$ cat src/rtl/core/tmpm_pkg.sv
`default_nettype none

package tmpm_pkg;

   // Q1.16 fixed point for internal levels
   localparam int FRAC_BITS  = 16;
   localparam int ONE_Q      = 1 << FRAC_BITS;
   localparam int HALF_Q     = 1 << (FRAC_BITS - 1);
   localparam int LEVEL_W    = FRAC_BITS + 1;
   localparam int Q12_ONE    = 4096;

   // blend: m = num + floor((num*511 + 32512) / 65025)
   localparam int BLEND_DEN   = 65025;
   localparam int BLEND_EXTRA = 511;
   localparam int BLEND_BIAS  = 32512;
   localparam int RECIP_65025 = 66051;   // floor(2^32 / 65025)

   // neutral remap divider
   localparam int DIV_BITS   = 2;
   localparam int DIV_STAGES = 8;
   localparam int QUOT_W     = DIV_BITS * DIV_STAGES;

   // accept edge to the edge at which the result is sampled
   localparam int PIPE_LATENCY = 18;

   localparam int ADDR_W = 5;
   localparam int DATA_W = 32;

   localparam logic [2:0] REG_BRIGHTNESS  = 3'd0;
   localparam logic [2:0] REG_CONTRAST    = 3'd1;
   localparam logic [2:0] REG_NEUTRAL     = 3'd2;
   localparam logic [2:0] REG_INVERT      = 3'd3;
   localparam logic [2:0] REG_CUTOFF_LOW  = 3'd4;
   localparam logic [2:0] REG_CUTOFF_HIGH = 3'd5;
   localparam logic [2:0] REG_CUTOFF_MODE = 3'd6;
   localparam logic [2:0] REG_ALPHA_MODE  = 3'd7;

   localparam logic [1:0] CUT_NONE        = 2'd0;
   localparam logic [1:0] CUT_TRANSPARENT = 2'd1;
   localparam logic [1:0] CUT_OPAQUE      = 2'd2;

   typedef struct packed {
      logic [7:0] red;
      logic [7:0] green;
      logic [7:0] blue;
      logic [7:0] alpha;
   } pixel_type;

   typedef struct packed {
      logic [7:0] mask_value;
      logic [7:0] out_alpha;
   } mask_type;

   typedef struct packed {
      logic signed [13:0] brightness;
      logic [15:0]        contrast;
      logic [12:0]        neutral_point;
      logic               invert_enable;
      logic [7:0]         cutoff_low;
      logic [7:0]         cutoff_high;
      logic [1:0]         cutoff_mode;
      logic               alpha_mode;
   } cfg_type;

   localparam cfg_type CFG_RESET = '{
      brightness:    14'sd0,
      contrast:      16'd4096,
      neutral_point: 13'd2048,
      invert_enable: 1'b0,
      cutoff_low:    8'd0,
      cutoff_high:   8'd255,
      cutoff_mode:   CUT_NONE,
      alpha_mode:    1'b0
   };

   typedef struct packed {
      logic               valid;
      logic [7:0]         alpha;
      logic [LEVEL_W-1:0] level;
   } level_type;

   typedef struct packed {
      logic               valid;
      logic [7:0]         alpha;
      logic [LEVEL_W-1:0] value;
   } remap_type;

endpackage

`default_nettype wire

$ cat src/rtl/core/tmpm_csr.sv
`default_nettype none

module tmpm_csr (
   input  wire logic                          clock,
   input  wire logic                          reset,
   input  wire logic                          psel,
   input  wire logic                          penable,
   input  wire logic                          pwrite,
   input  wire logic [tmpm_pkg::ADDR_W-1:0]   paddr,
   input  wire logic [tmpm_pkg::DATA_W-1:0]   pwdata,
   output logic      [tmpm_pkg::DATA_W-1:0]   prdata,
   output logic                               pready,
   output tmpm_pkg::cfg_type                  cfg
);

   localparam int ADDR_HI = tmpm_pkg::ADDR_W - 1;

   tmpm_pkg::cfg_type cfg_ff;
   tmpm_pkg::cfg_type cfg_in;
   logic [2:0]        index;
   logic              wr_en;

   assign index  = paddr[ADDR_HI:2];
   assign wr_en  = psel & penable & pwrite;
   assign pready = 1'b1;
   assign cfg    = cfg_ff;

   always_comb begin
      cfg_in = cfg_ff;
      if (wr_en) begin
         case (index)
            tmpm_pkg::REG_BRIGHTNESS:  cfg_in.brightness    = $signed(pwdata[13:0]);
            tmpm_pkg::REG_CONTRAST:    cfg_in.contrast      = pwdata[15:0];
            tmpm_pkg::REG_NEUTRAL:     cfg_in.neutral_point = pwdata[12:0];
            tmpm_pkg::REG_INVERT:      cfg_in.invert_enable = pwdata[0];
            tmpm_pkg::REG_CUTOFF_LOW:  cfg_in.cutoff_low    = pwdata[7:0];
            tmpm_pkg::REG_CUTOFF_HIGH: cfg_in.cutoff_high   = pwdata[7:0];
            tmpm_pkg::REG_CUTOFF_MODE: cfg_in.cutoff_mode   = pwdata[1:0];
            tmpm_pkg::REG_ALPHA_MODE:  cfg_in.alpha_mode    = pwdata[0];
            default: ;
         endcase
      end
   end

   always_ff @(posedge clock) begin
      if (reset) begin
         cfg_ff <= tmpm_pkg::CFG_RESET;
      end else begin
         cfg_ff <= cfg_in;
      end
   end

   always_comb begin
      case (index)
         tmpm_pkg::REG_BRIGHTNESS:  prdata = {18'd0, cfg_ff.brightness};
         tmpm_pkg::REG_CONTRAST:    prdata = {16'd0, cfg_ff.contrast};
         tmpm_pkg::REG_NEUTRAL:     prdata = {19'd0, cfg_ff.neutral_point};
         tmpm_pkg::REG_INVERT:      prdata = {31'd0, cfg_ff.invert_enable};
         tmpm_pkg::REG_CUTOFF_LOW:  prdata = {24'd0, cfg_ff.cutoff_low};
         tmpm_pkg::REG_CUTOFF_HIGH: prdata = {24'd0, cfg_ff.cutoff_high};
         tmpm_pkg::REG_CUTOFF_MODE: prdata = {30'd0, cfg_ff.cutoff_mode};
         tmpm_pkg::REG_ALPHA_MODE:  prdata = {31'd0, cfg_ff.alpha_mode};
         default:                   prdata = '0;
      endcase
   end

endmodule

`default_nettype wire

$ cat src/rtl/core/tmpm_level.sv
`default_nettype none

module tmpm_level (
   input  wire logic                 clock,
   input  wire logic                 reset,
   input  wire logic                 in_valid,
   input  wire tmpm_pkg::pixel_type  pixel,
   input  wire tmpm_pkg::cfg_type    cfg,
   output tmpm_pkg::level_type       lvl_out
);

   localparam int LW = tmpm_pkg::LEVEL_W;

   // stage 1: weighted gray
   logic        v1_ff;
   logic [7:0]  gray1_ff;
   logic [7:0]  a1_ff;
   logic [12:0] gray_sum;

   // stage 2: blend numerator
   logic        v2_ff;
   logic [15:0] num2_ff;
   logic [7:0]  a2_ff;
   logic [16:0] num_in;

   // stage 3: reciprocal estimate
   logic        v3_ff;
   logic [15:0] num3_ff;
   logic [24:0] y3_ff;
   logic [8:0]  qe3_ff;
   logic [7:0]  a3_ff;
   logic [24:0] y_in;
   logic [41:0] qprod;

   // stage 4: corrected blend level
   logic          v4_ff;
   logic [LW-1:0] m4_ff;
   logic [7:0]    a4_ff;
   logic [24:0]   qmul;
   logic [24:0]   rem;
   logic          corr;

   // stage 5: brightness and recentering
   logic               v5_ff;
   logic signed [19:0] d5_ff;
   logic [7:0]         a5_ff;
   logic signed [19:0] m_ext;
   logic signed [19:0] b_ext;

   // stage 6: contrast product
   logic               v6_ff;
   logic signed [35:0] p6_ff;
   logic [7:0]         a6_ff;
   logic signed [36:0] prod;

   // stage 7: clamp and invert
   logic               v7_ff;
   logic [LW-1:0]      m7_ff;
   logic [7:0]         a7_ff;
   logic signed [24:0] t;
   logic [LW-1:0]      clamped;
   logic [LW-1:0]      m7_in;

   assign gray_sum = 13'(pixel.red) * 13'd11 + {1'b0, pixel.green, 4'b0000}
                   + 13'(pixel.blue) * 13'd5;

   assign num_in = 17'(gray1_ff) * 17'(a1_ff) + 17'd255 * 17'(8'd255 - a1_ff);

   assign y_in  = {num2_ff, 9'b0} - 25'(num2_ff) + 25'(tmpm_pkg::BLEND_BIAS);
   assign qprod = 42'(y_in) * 42'(tmpm_pkg::RECIP_65025);

   assign qmul = 25'(qe3_ff) * 25'(tmpm_pkg::BLEND_DEN);
   assign rem  = y3_ff - qmul;
   assign corr = (rem >= 25'(tmpm_pkg::BLEND_DEN));

   assign m_ext = $signed({3'b000, m4_ff});
   assign b_ext = $signed({{2{cfg.brightness[13]}}, cfg.brightness, 4'b0000});

   assign prod = d5_ff * $signed({1'b0, cfg.contrast}) + 37'sd2048;

   always_comb begin
      t = $signed({p6_ff[35], p6_ff[35:12]}) + 25'sd32768;
      if (t[24]) begin
         clamped = '0;
      end else if (t > 25'(tmpm_pkg::ONE_Q)) begin
         clamped = LW'(tmpm_pkg::ONE_Q);
      end else begin
         clamped = t[LW-1:0];
      end
      m7_in = cfg.invert_enable ? LW'(tmpm_pkg::ONE_Q) - clamped : clamped;
   end

   always_ff @(posedge clock) begin
      gray1_ff <= gray_sum[12:5];
      a1_ff    <= pixel.alpha;
      num2_ff  <= num_in[15:0];
      a2_ff    <= a1_ff;
      num3_ff  <= num2_ff;
      y3_ff    <= y_in;
      qe3_ff   <= qprod[40:32];
      a3_ff    <= a2_ff;
      m4_ff    <= LW'(num3_ff) + LW'(qe3_ff) + LW'(corr);
      a4_ff    <= a3_ff;
      d5_ff    <= m_ext - b_ext - 20'sd32768;
      a5_ff    <= a4_ff;
      p6_ff    <= prod[35:0];
      a6_ff    <= a5_ff;
      m7_ff    <= m7_in;
      a7_ff    <= a6_ff;
   end

   always_ff @(posedge clock) begin
      if (reset) begin
         v1_ff <= 1'b0;
         v2_ff <= 1'b0;
         v3_ff <= 1'b0;
         v4_ff <= 1'b0;
         v5_ff <= 1'b0;
         v6_ff <= 1'b0;
         v7_ff <= 1'b0;
      end else begin
         v1_ff <= in_valid;
         v2_ff <= v1_ff;
         v3_ff <= v2_ff;
         v4_ff <= v3_ff;
         v5_ff <= v4_ff;
         v6_ff <= v5_ff;
         v7_ff <= v6_ff;
      end
   end

   assign lvl_out.valid = v7_ff;
   assign lvl_out.alpha = a7_ff;
   assign lvl_out.level = m7_ff;

endmodule

`default_nettype wire

$ cat src/rtl/core/tmpm_remap.sv
`default_nettype none

module tmpm_remap (
   input  wire logic                 clock,
   input  wire logic                 reset,
   input  wire tmpm_pkg::level_type  lvl_in,
   input  wire tmpm_pkg::cfg_type    cfg,
   output tmpm_pkg::remap_type       rmp_out
);

   localparam int LW     = tmpm_pkg::LEVEL_W;
   localparam int QW     = tmpm_pkg::QUOT_W;
   localparam int NSTG   = tmpm_pkg::DIV_STAGES;
   localparam int NUM_W  = 29;
   localparam int DEN_W  = 14;

   typedef struct packed {
      logic             valid;
      logic [7:0]       alpha;
      logic             upper;
      logic [DEN_W-1:0] den;
      logic [DEN_W-1:0] rem;
      logic [QW-1:0]    nlow;
      logic [QW-1:0]    quot;
   } div_type;

   div_type stage_ff [NSTG+1];
   div_type stage_in [NSTG+1];

   logic [12:0]      n_sat;
   logic [12:0]      d_w;
   logic             lower_seg;
   logic [NUM_W-1:0] num_lo;
   logic [NUM_W-1:0] num_hi;
   logic [NUM_W-1:0] num_sel;

   // pick the segment and set up the divide
   always_comb begin
      n_sat = (cfg.neutral_point > 13'(tmpm_pkg::Q12_ONE)) ?
              13'(tmpm_pkg::Q12_ONE) : cfg.neutral_point;
      d_w   = 13'(tmpm_pkg::Q12_ONE) - n_sat;
      lower_seg = (n_sat == 13'(tmpm_pkg::Q12_ONE)) ||
                  ((n_sat != 13'd0) && (lvl_in.level <= {n_sat, 4'b0000}));
      num_lo  = {lvl_in.level, 12'b0} + NUM_W'(n_sat);
      num_hi  = {lvl_in.level, 12'b0} - {n_sat, 16'b0} + NUM_W'(d_w);
      num_sel = lower_seg ? num_lo : num_hi;

      stage_in[0].valid = lvl_in.valid;
      stage_in[0].alpha = lvl_in.alpha;
      stage_in[0].upper = ~lower_seg;
      stage_in[0].den   = lower_seg ? {n_sat, 1'b0} : {d_w, 1'b0};
      stage_in[0].rem   = {1'b0, num_sel[NUM_W-1:QW]};
      stage_in[0].nlow  = num_sel[QW-1:0];
      stage_in[0].quot  = '0;
   end

   // restoring divide, DIV_BITS quotient bits per stage
   for (genvar st = 0; st < NSTG; st++) begin : g_div
      div_type          cur;
      logic [DEN_W:0]   sh;

      always_comb begin
         cur = stage_ff[st];
         sh  = '0;
         for (int b = 0; b < tmpm_pkg::DIV_BITS; b++) begin
            sh       = {cur.rem, cur.nlow[QW-1]};
            cur.nlow = {cur.nlow[QW-2:0], 1'b0};
            if (sh >= {1'b0, cur.den}) begin
               sh       = sh - {1'b0, cur.den};
               cur.quot = {cur.quot[QW-2:0], 1'b1};
            end else begin
               cur.quot = {cur.quot[QW-2:0], 1'b0};
            end
            cur.rem = sh[DEN_W-1:0];
         end
         stage_in[st+1] = cur;
      end
   end

   for (genvar st = 0; st <= NSTG; st++) begin : g_reg
      always_ff @(posedge clock) begin
         if (reset) begin
            stage_ff[st] <= '0;
         end else begin
            stage_ff[st] <= stage_in[st];
         end
      end
   end

   assign rmp_out.valid = stage_ff[NSTG].valid;
   assign rmp_out.alpha = stage_ff[NSTG].alpha;
   assign rmp_out.value = LW'(stage_ff[NSTG].quot)
                        + (stage_ff[NSTG].upper ? LW'(tmpm_pkg::HALF_Q) : LW'(0));

endmodule

`default_nettype wire

$ cat src/rtl/core/tmpm_cutoff.sv
`default_nettype none

module tmpm_cutoff (
   input  wire logic                 clock,
   input  wire logic                 reset,
   input  wire tmpm_pkg::remap_type  rmp_in,
   input  wire tmpm_pkg::cfg_type    cfg,
   output logic                      rsp_strobe,
   output tmpm_pkg::mask_type        rsp_data
);

   localparam int FB = tmpm_pkg::FRAC_BITS;
   localparam int PW = FB + 9;

   logic [PW-1:0] scaled;
   logic [PW-1:0] lo_lim;
   logic [PW-1:0] hi_lim;
   logic          outside;
   logic          fire;
   logic          opaque;
   logic [PW-1:0] prod_in;
   logic [7:0]    aout_in;

   logic          c_valid_ff;
   logic [PW-1:0] prod_ff;
   logic [7:0]    aout_ff;

   logic              rsp_strobe_ff;
   tmpm_pkg::mask_type rsp_data_ff;
   logic [PW-1:0]     rounded;

   always_comb begin
      scaled  = {rmp_in.value, 8'b0} - PW'(rmp_in.value);
      lo_lim  = {1'b0, cfg.cutoff_low, FB'(0)};
      hi_lim  = {1'b0, cfg.cutoff_high, FB'(0)};
      outside = (scaled < lo_lim) || (scaled > hi_lim);
      opaque  = (cfg.cutoff_mode == tmpm_pkg::CUT_OPAQUE);
      fire    = outside && ((cfg.cutoff_mode == tmpm_pkg::CUT_TRANSPARENT) || opaque);

      prod_in = scaled;
      aout_in = 8'hFF;
      if (cfg.alpha_mode) begin
         aout_in = fire ? (opaque ? 8'hFF : 8'h00) : rmp_in.alpha;
      end else if (fire) begin
         // force fully opaque or fully transparent
         prod_in = opaque ? PW'({8'hFF, FB'(0)}) : PW'(0);
      end
   end

   assign rounded = prod_ff + PW'(tmpm_pkg::HALF_Q);

   always_ff @(posedge clock) begin
      prod_ff                <= prod_in;
      aout_ff                <= aout_in;
      rsp_data_ff.mask_value <= rounded[FB+7:FB];
      rsp_data_ff.out_alpha  <= aout_ff;
   end

   always_ff @(posedge clock) begin
      if (reset) begin
         c_valid_ff    <= 1'b0;
         rsp_strobe_ff <= 1'b0;
      end else begin
         c_valid_ff    <= rmp_in.valid;
         rsp_strobe_ff <= c_valid_ff;
      end
   end

   assign rsp_strobe = rsp_strobe_ff;
   assign rsp_data   = rsp_data_ff;

endmodule

`default_nettype wire

$ cat src/rtl/core/texture_mask_pixel_map.sv
// Throughput: one pixel per cycle while busy is low; the 8-stage remap divider
// is fully pipelined.
// busy is high only in reset and the cycle after it; results cannot be held off.
// Reset (synchronous, active high) clears all pipeline valid bits and restores
// the register defaults; transactions in flight at reset are dropped.
`default_nettype none

module texture_mask_pixel_map (
   input  wire logic                         clock,
   input  wire logic                         reset,
   input  wire logic                         start,
   output logic                              busy,
   input  wire tmpm_pkg::pixel_type          req_data,
   output logic                              rsp_strobe,
   output tmpm_pkg::mask_type                rsp_data,
   input  wire logic                         psel,
   input  wire logic                         penable,
   input  wire logic                         pwrite,
   input  wire logic [tmpm_pkg::ADDR_W-1:0]  paddr,
   input  wire logic [tmpm_pkg::DATA_W-1:0]  pwdata,
   output logic      [tmpm_pkg::DATA_W-1:0]  prdata,
   output logic                              pready
);

   tmpm_pkg::cfg_type   cfg;
   tmpm_pkg::level_type lvl;
   tmpm_pkg::remap_type rmp;
   logic                busy_ff;
   logic                accept;

   assign busy   = busy_ff;
   assign accept = start & ~busy_ff;

   always_ff @(posedge clock) begin
      if (reset) begin
         busy_ff <= 1'b1;
      end else begin
         busy_ff <= 1'b0;
      end
   end

   tmpm_csr u_csr (
      .clock   (clock),
      .reset   (reset),
      .psel    (psel),
      .penable (penable),
      .pwrite  (pwrite),
      .paddr   (paddr),
      .pwdata  (pwdata),
      .prdata  (prdata),
      .pready  (pready),
      .cfg     (cfg)
   );

   tmpm_level u_level (
      .clock    (clock),
      .reset    (reset),
      .in_valid (accept),
      .pixel    (req_data),
      .cfg      (cfg),
      .lvl_out  (lvl)
   );

   tmpm_remap u_remap (
      .clock   (clock),
      .reset   (reset),
      .lvl_in  (lvl),
      .cfg     (cfg),
      .rmp_out (rmp)
   );

   tmpm_cutoff u_cutoff (
      .clock      (clock),
      .reset      (reset),
      .rmp_in     (rmp),
      .cfg        (cfg),
      .rsp_strobe (rsp_strobe),
      .rsp_data   (rsp_data)
   );

endmodule

`default_nettype wire

$ cat config.mk
export PLATFORM = sky130hd
export DESIGN_NAME = texture_mask_pixel_map
export DESIGN_NICKNAME = d
export VERILOG_FILES = /design/src/rtl/core/tmpm_pkg.sv /design/src/rtl/core/tmpm_csr.sv /design/src/rtl/core/tmpm_level.sv /design/src/rtl/core/tmpm_remap.sv /design/src/rtl/core/tmpm_cutoff.sv /design/src/rtl/core/texture_mask_pixel_map.sv
export SDC_FILE = /design/constraint.sdc
export NUM_CORES = 2
export LEC_CHECK = 0
export BUFFER_PORTS_ARGS = -buffer_cell sky130_fd_sc_hd__buf_2
export CAP_MARGIN = 20
export CORE_AREA = 5 5 336 338
export CTS_CLUSTER_SIZE = 12
export DETAILED_ROUTE_END_ITERATION = 10
export DIE_AREA = 0 0 341 343
export PLACE_DENSITY = 0.77
export SYNTH_ARGS = -nofsm -noshare
export SYNTH_HDL_FRONTEND = slang
export SYNTH_HIERARCHICAL = 1
export SYNTH_SLANG_ARGS = --single-unit
$ cat constraint.sdc
create_clock -name clock -period 6.92 [get_ports clock]
set_clock_uncertainty 0.1 [all_clocks]
set_input_delay 0.692 -clock clock [delete_from_list [all_inputs] [get_ports clock]]
set_output_delay 0.692 -clock clock [all_outputs]
set_load 0.01 [all_outputs]
Word level (Yosys, flattened, before mapping). Memory sizes are Yosys's and may differ from the RTL's. Index checks and enable logic that the tools add are counted.

$add $sub $neg: 37. $mul: 7. Divide/modulo/power cells: 0. $lt $le $gt $ge: 22. Eq/ne operators: 10. Shift-type cells: 0. Multiplexer cells: 57. Bitwise logic cells: 14. Reductions and logical operators: 15.

Operators with widths (count): 70-bit 2-to-1 mux (9); 32-bit case mux with 8 select lines (1); 15-bit by 14-bit >= comparator with 1-bit output (16); 14-bit 2-to-1 mux (17); 14-bit subtractor (16); 24-bit 2-to-1 mux (3); 29-bit by 13-bit adder with 29-bit output (2); 17-bit 2-to-1 mux (3); 25-bit by 17-bit multiplier with 41-bit output (second input constant) (1); 36-bit by 13-bit adder with 36-bit output (second input constant) (1); 20-bit by 17-bit multiplier with 36-bit output (1); 29-bit 2-to-1 mux (1); 29-bit subtractor (1); 24-bit by 17-bit adder with 25-bit output (second input constant) (1); 25-bit by 15-bit adder with 25-bit output (second input constant) (1); 25-bit by 16-bit >= comparator with 1-bit output (second input constant) (1); 25-bit by 18-bit > comparator with 1-bit output (second input constant) (1); 25-bit by 24-bit > comparator with 1-bit output (1); 25-bit by 24-bit < comparator with 1-bit output (1); 9-bit by 16-bit multiplier with 25-bit output (second input constant) (1); 25-bit by 16-bit subtractor with 25-bit output (1); 25-bit by 17-bit subtractor with 25-bit output (1); 25-bit subtractor (1); 24-bit by 16-bit adder with 24-bit output (second input constant) (1); 35 further kinds (79).

Flip-flop bits (word level): 341. Latch bits: 0. Memory bits (writable): 630. Bits in read-only memories: 0. Bits of input ports: 75. Logic and storage cells: 201. Memories: 1.

Memory list: u_remap.stage_ff (depth 9, width 70, read ports 9, clocked after Yosys merged registers in 0, wr ports 9, line tmpm_remap.sv:27) `div_type stage_ff [NSTG+1];`.

Longest topological paths before layout. An unclocked memory read counts as a cell.

Word-level depth: 9. Mapped depth: 33. Depth with buffers taken out: 33.

Cells and area by module. The synthesis kept the hierarchy.

By module, submodules not included: tmpm_level (times used 1, cells each 3073, area an instance 29393.2 sq um, sequential area each 4284.1 sq um); tmpm_remap (times used 1, cells each 2853, area an instance 24775.0 sq um, sequential area each 8368.0 sq um); tmpm_csr (times used 1, cells each 327, area an instance 3238.1 sq um, sequential area each 1261.2 sq um); tmpm_cutoff (times used 1, cells each 256, area an instance 2284.7 sq um, sequential area each 700.7 sq um); texture_mask_pixel_map (times used 1, cells each 2, area an instance 33.8 sq um, sequential area each 20.0 sq um).

Worst setup path before layout. Ideal clock, no wire load.

Kind: flip-flop to flip-flop. Start point: register u_level.qe3_ff[5]. End point: register u_level.m4_ff[14]. Library setup time: 118 ps. Data arrival time: 7073 ps. Data required time: 6702 ps. Slack: -371 ps. Cell stages (with the launch flop): 34. Path through: dfxtp_1 > inv_1 > fa_1 > inv_1 > fa_1 > inv_1 > fa_1 > fa_1 > inv_1 > fa_1 > inv_1 > ha_1 > a21o_1 > a21o_1 > a21oi_1 > o21bai_1 > a21oi_1 > o31ai_1 > a21o_1 > a21oi_1 > xnor2_1 > a2111oi_2 > fa_1 > fa_1 > nor2b_1 > o21ai_0 > a21boi_0 > o21ai_0 > a21boi_0 > o21a_1 > o21ai_0 > a21oi_1 > nand2_1 > xnor2_1.

Longest elaborated chain between the ends: 4. Elaborated cells on any way between the ends: 5.

Ends and longest elaborated chain: start: declaration (line tmpm_level.sv:30) `logic [8:0] qe3_ff;`; start signal: assignment (line tmpm_level.sv:100) `qe3_ff <= qprod[40:32];`; 9-bit by 16-bit multiplier with 25-bit output (line tmpm_level.sv:72) `assign qmul = 25'(qe3_ff) * 25'(tmpm_pkg::BLEND_DEN);`; 25-bit subtractor (line tmpm_level.sv:73) `assign rem = y3_ff - qmul;`; 25-bit by 16-bit >= comparator with 1-bit output (line tmpm_level.sv:74) `assign corr = (rem >= 25'(tmpm_pkg::BLEND_DEN));`; 17-bit by 1-bit adder with 17-bit output (*) (line tmpm_level.sv:102) `m4_ff <= LW'(num3_ff) + LW'(qe3_ff) + LW'(corr);`; end signal: assignment (line tmpm_level.sv:102); end: declaration (line tmpm_level.sv:37) `logic [LW-1:0] m4_ff;`.

Mark *: on every way between the ends. The rest lies on a longest branch, timed or not. A chain may end at the register's enable or synchronous reset.

Worst setup path in the final report.
Start point: register u_level.qe3_ff[4]. End point: register u_level.m4_ff[10].

Same word-level chain as after synthesis.

==> results.json <==
{
  "status": "finished clean",
  "synthesis.instances": 6511,
  "yosys.area.top_type": "dfxtp_1",
  "ff2ff_setup_slack_ns": 0.02,
  "area_growth_pct": 8.85,
  "wl_per_cell_um": 16.8,
  "ys_top_cells_by_area": "dfxtp_1, fa_1, ha_1, inv_1, xnor2_1",
  "grt_setup_unrepaired": "true",
  "hold_path.class": "input port to flop",
  "syn_avg_cell_area_um2": 9.17,
  "num-nets-final": 7972,
  "via_per_inst": 5.46,
  "synth_edf_count": 0,
  "ys_seq_area_frac": 0.245,
  "cpMaxStageDelayCell": "fa_1",
  "clkTransAtPathRegs_ns": 0.06,
  "cp.required_ns": 7.38,
  "worst_pin_slew_ns": 0.978,
  "arrival_ns": 7.36,
  "cts_root_buf": "clkbuf_16",
  "initial_core_util": 0.544,
  "r2r-end": "u_level/m4_ff[10]",
  "synth_cell_types": 112,
  "fin_cells": 8109,
  "min-delay-start": "req_data[1]",
  "clock_path_buffers": 3,
  "cp_common_cell": "inv_2",
  "antenna_found_initial": 3,
  "via_count": 44300,
  "path_class": "flop to flop",
  "start_kind": "flop",
  "routed_wl_um": 137000,
  "critPathLaunch": "u_level/qe3_ff[4]",
  "clock_latency_ns": 0.63,
  "synthArstFlopShare": 0,
  "ys_top_cells_by_count": "inv_1, ha_1, dfxtp_1, fa_1, nor2_1",
  "synth_top_area_frac": 0.245,
  "drc": 0,
  "slew_headroom": 0.331,
  "r2r-start": "u_level/qe3_ff[4]",
  "core-area_mm2": 0.110,
  "hpwlAfterDp_um": 109000,
  "grt.total_usage": 0.232,
  "synth.most_common_cell": "inv_1",
  "pin_count": 126,
  "ant_nets": 0,
  "critPathMaxFanout": 4,
  "rows": 122,
  "period_share": 0.997,
  "setup_viol": 0,
  "grt_max_degree": 208,
  "grt_pass1_vias": 45200,
  "synthFlopType": "dfxtp_1",
  "whs_path_depth": 1,
  "cts_buffers": 80,
  "fmax_mhz": 145,
  "die_h_um": 343,
  "finalMaxSlewViolations": 0,
  "end_kind": "flop",
  "maxCapViolations": 0,
  "cts-htree-levels": 3,
  "hold_viol_final": 0,
  "finalWeightedCongestion": 0.922,
  "reg2regPathDepth": 33,
  "drt_iter0_drc": 2667,
  "drive_gt1_frac": 0.0823,
  "ys_seq_elements": 731,
  "nFillCells": 9260,
  "postCtsHoldBufs": 0,
  "drtPass1Iterations": 6,
  "io_buffers": 90,
  "gr-total-overflow": 0,
  "cts_tree": "done",
  "finalWorstPathRequiredPeriod_ns": 6.90,
  "grt_pass1_wl_um": 225000,
  "max_stage_delay_ns": 0.53,
  "die_w_um": 341,
  "placed_cells_incl_taps": 7969,
  "holdPathEnd": "u_level/a1_ff[1]",
  "synth_area_mm2": 0.0597,
  "ys_warn_count": 6,
  "die_area_mm2": 0.117,
  "clock_sinks": 731
}
## repair_timing
item,CTS,global route
endpoints found under the hold margin,0,0
buffers inserted,8,6
pin swaps,38,52
setup endpoints to repair,9,21
gates resized for setup,27,52
## routing by layer
layer,track usage,up-vias,share of wire
li1,-,21600,-
met4,0.0759,2,0.032
met2,0.409,1073,0.49
met3,0.0283,254,0.046
met5,0,-,0.000051
met1,0.296,21400,0.43
## worst max-delay path by stage
stage | endpoint | slack (ns) | cells past startpoint
after floorplan | u_level/m4_ff[14] | 0.01 | 33
after global placement | u_level/m4_ff[13] | -0.19 | 32
after detailed placement | u_level/m4_ff[13] | -0.34 | 32
after CTS | u_level/m4_ff[14] | 0.003 | 31
after global routing | u_level/m4_ff[10] | -0.28 | 31
final | u_level/m4_ff[10] | 0.02 | 33
## flip-flops by register name, indices dropped and copies added, names as in the netlist, 9 cells and up
name               cells
u_level/y3_ff         25
u_csr/cfg             63
u_level/p6_ff         24
u_remap/stage_ff     418
u_level/m4_ff         17
u_level/num2_ff       16
u_cutoff/prod_ff       9
u_cutoff/rsp_data     16
u_level/num3_ff       15
u_level/m7_ff         17
u_level/qe3_ff         9
u_level/d5_ff         20
## layout make-up
class	instances	area, um2	area share
Inverter	985	3700	0.0569
Clock buffer	98	2140	0.0329
Clock inverter	28	417	0.00641
Multi-Input combinational cell	4600	40700	0.626
Sequential cell	731	14700	0.225
Tap cell	1426	1780	0.0274
Antenna cell	2	5.00	0.0000770
Timing Repair Buffer	239	1600	0.0245
## stage by stage
| stage | util | TNS, ns | setup WS, ns | area, um2 | hold slack [ns] |
|---|---|---|---|---|---|
| final | 0.592 | 0 | 0.0174 | 65000 | 0.0734 |
| after global routing | 0.592 | -1.90 | -0.279 | 65000 | 0.0435 |
| after CTS | 0.590 | 0 | 0.00318 | 64800 | 0.0266 |
| after detailed placement | 0.566 | -2.59 | -0.336 | 62100 | 0.212 |
| after global placement | 0.566 | -1.29 | -0.189 | 62100 | 0.210 |
| after floorplan | - | 0 | 0.0127 | 59800 | 0.210 |
## cell usage in the layout (no fill, tap or decap), types with 86 or more instances in the layout
cell	n
inv_1	973
ha_1	751
dfxtp_1	715
fa_1	497
nor2_1	434
nand2_1	424
a21oi_1	278
nor2b_1	249
xnor2_1	225
and2_1	213
o21ai_0	168
mux2i_1	148
buf_4	147
a21o_1	119
nand2b_1	116
xor2_1	104
buf_2	89
nor3_1	86
## critical path: cells and delay by family, from the launching register on
kind | cells | cell delay (ns)
and+or+nand+nor | 3 | 0.53
buffers and inverters | 6 | 0.38
adders and majority gates | 8 | 3.03
AOI/OAI and AO/OA | 14 | 2.16
xor gates and xnor gates | 2 | 0.29
DFF | 1 | 0.33
## kinds of logic after synthesis
logic type / count (synthesis) / share of synthesized area
adders and majority gates: 1260 / 0.327
xor gates and xnor gates: 339 / 0.0500
muxes: 191 / 0.0335
DFF: 731 / 0.245
buffers and inverters: 1195 / 0.0796
AOI/OAI and AO/OA: 988 / 0.112
other: 3 / 0.000189
and+or+nand+nor: 1804 / 0.153
Power is left out: the tool's default activity adds up to more than one toggle a clock period on the data nets, which glitch-free logic cannot reach.
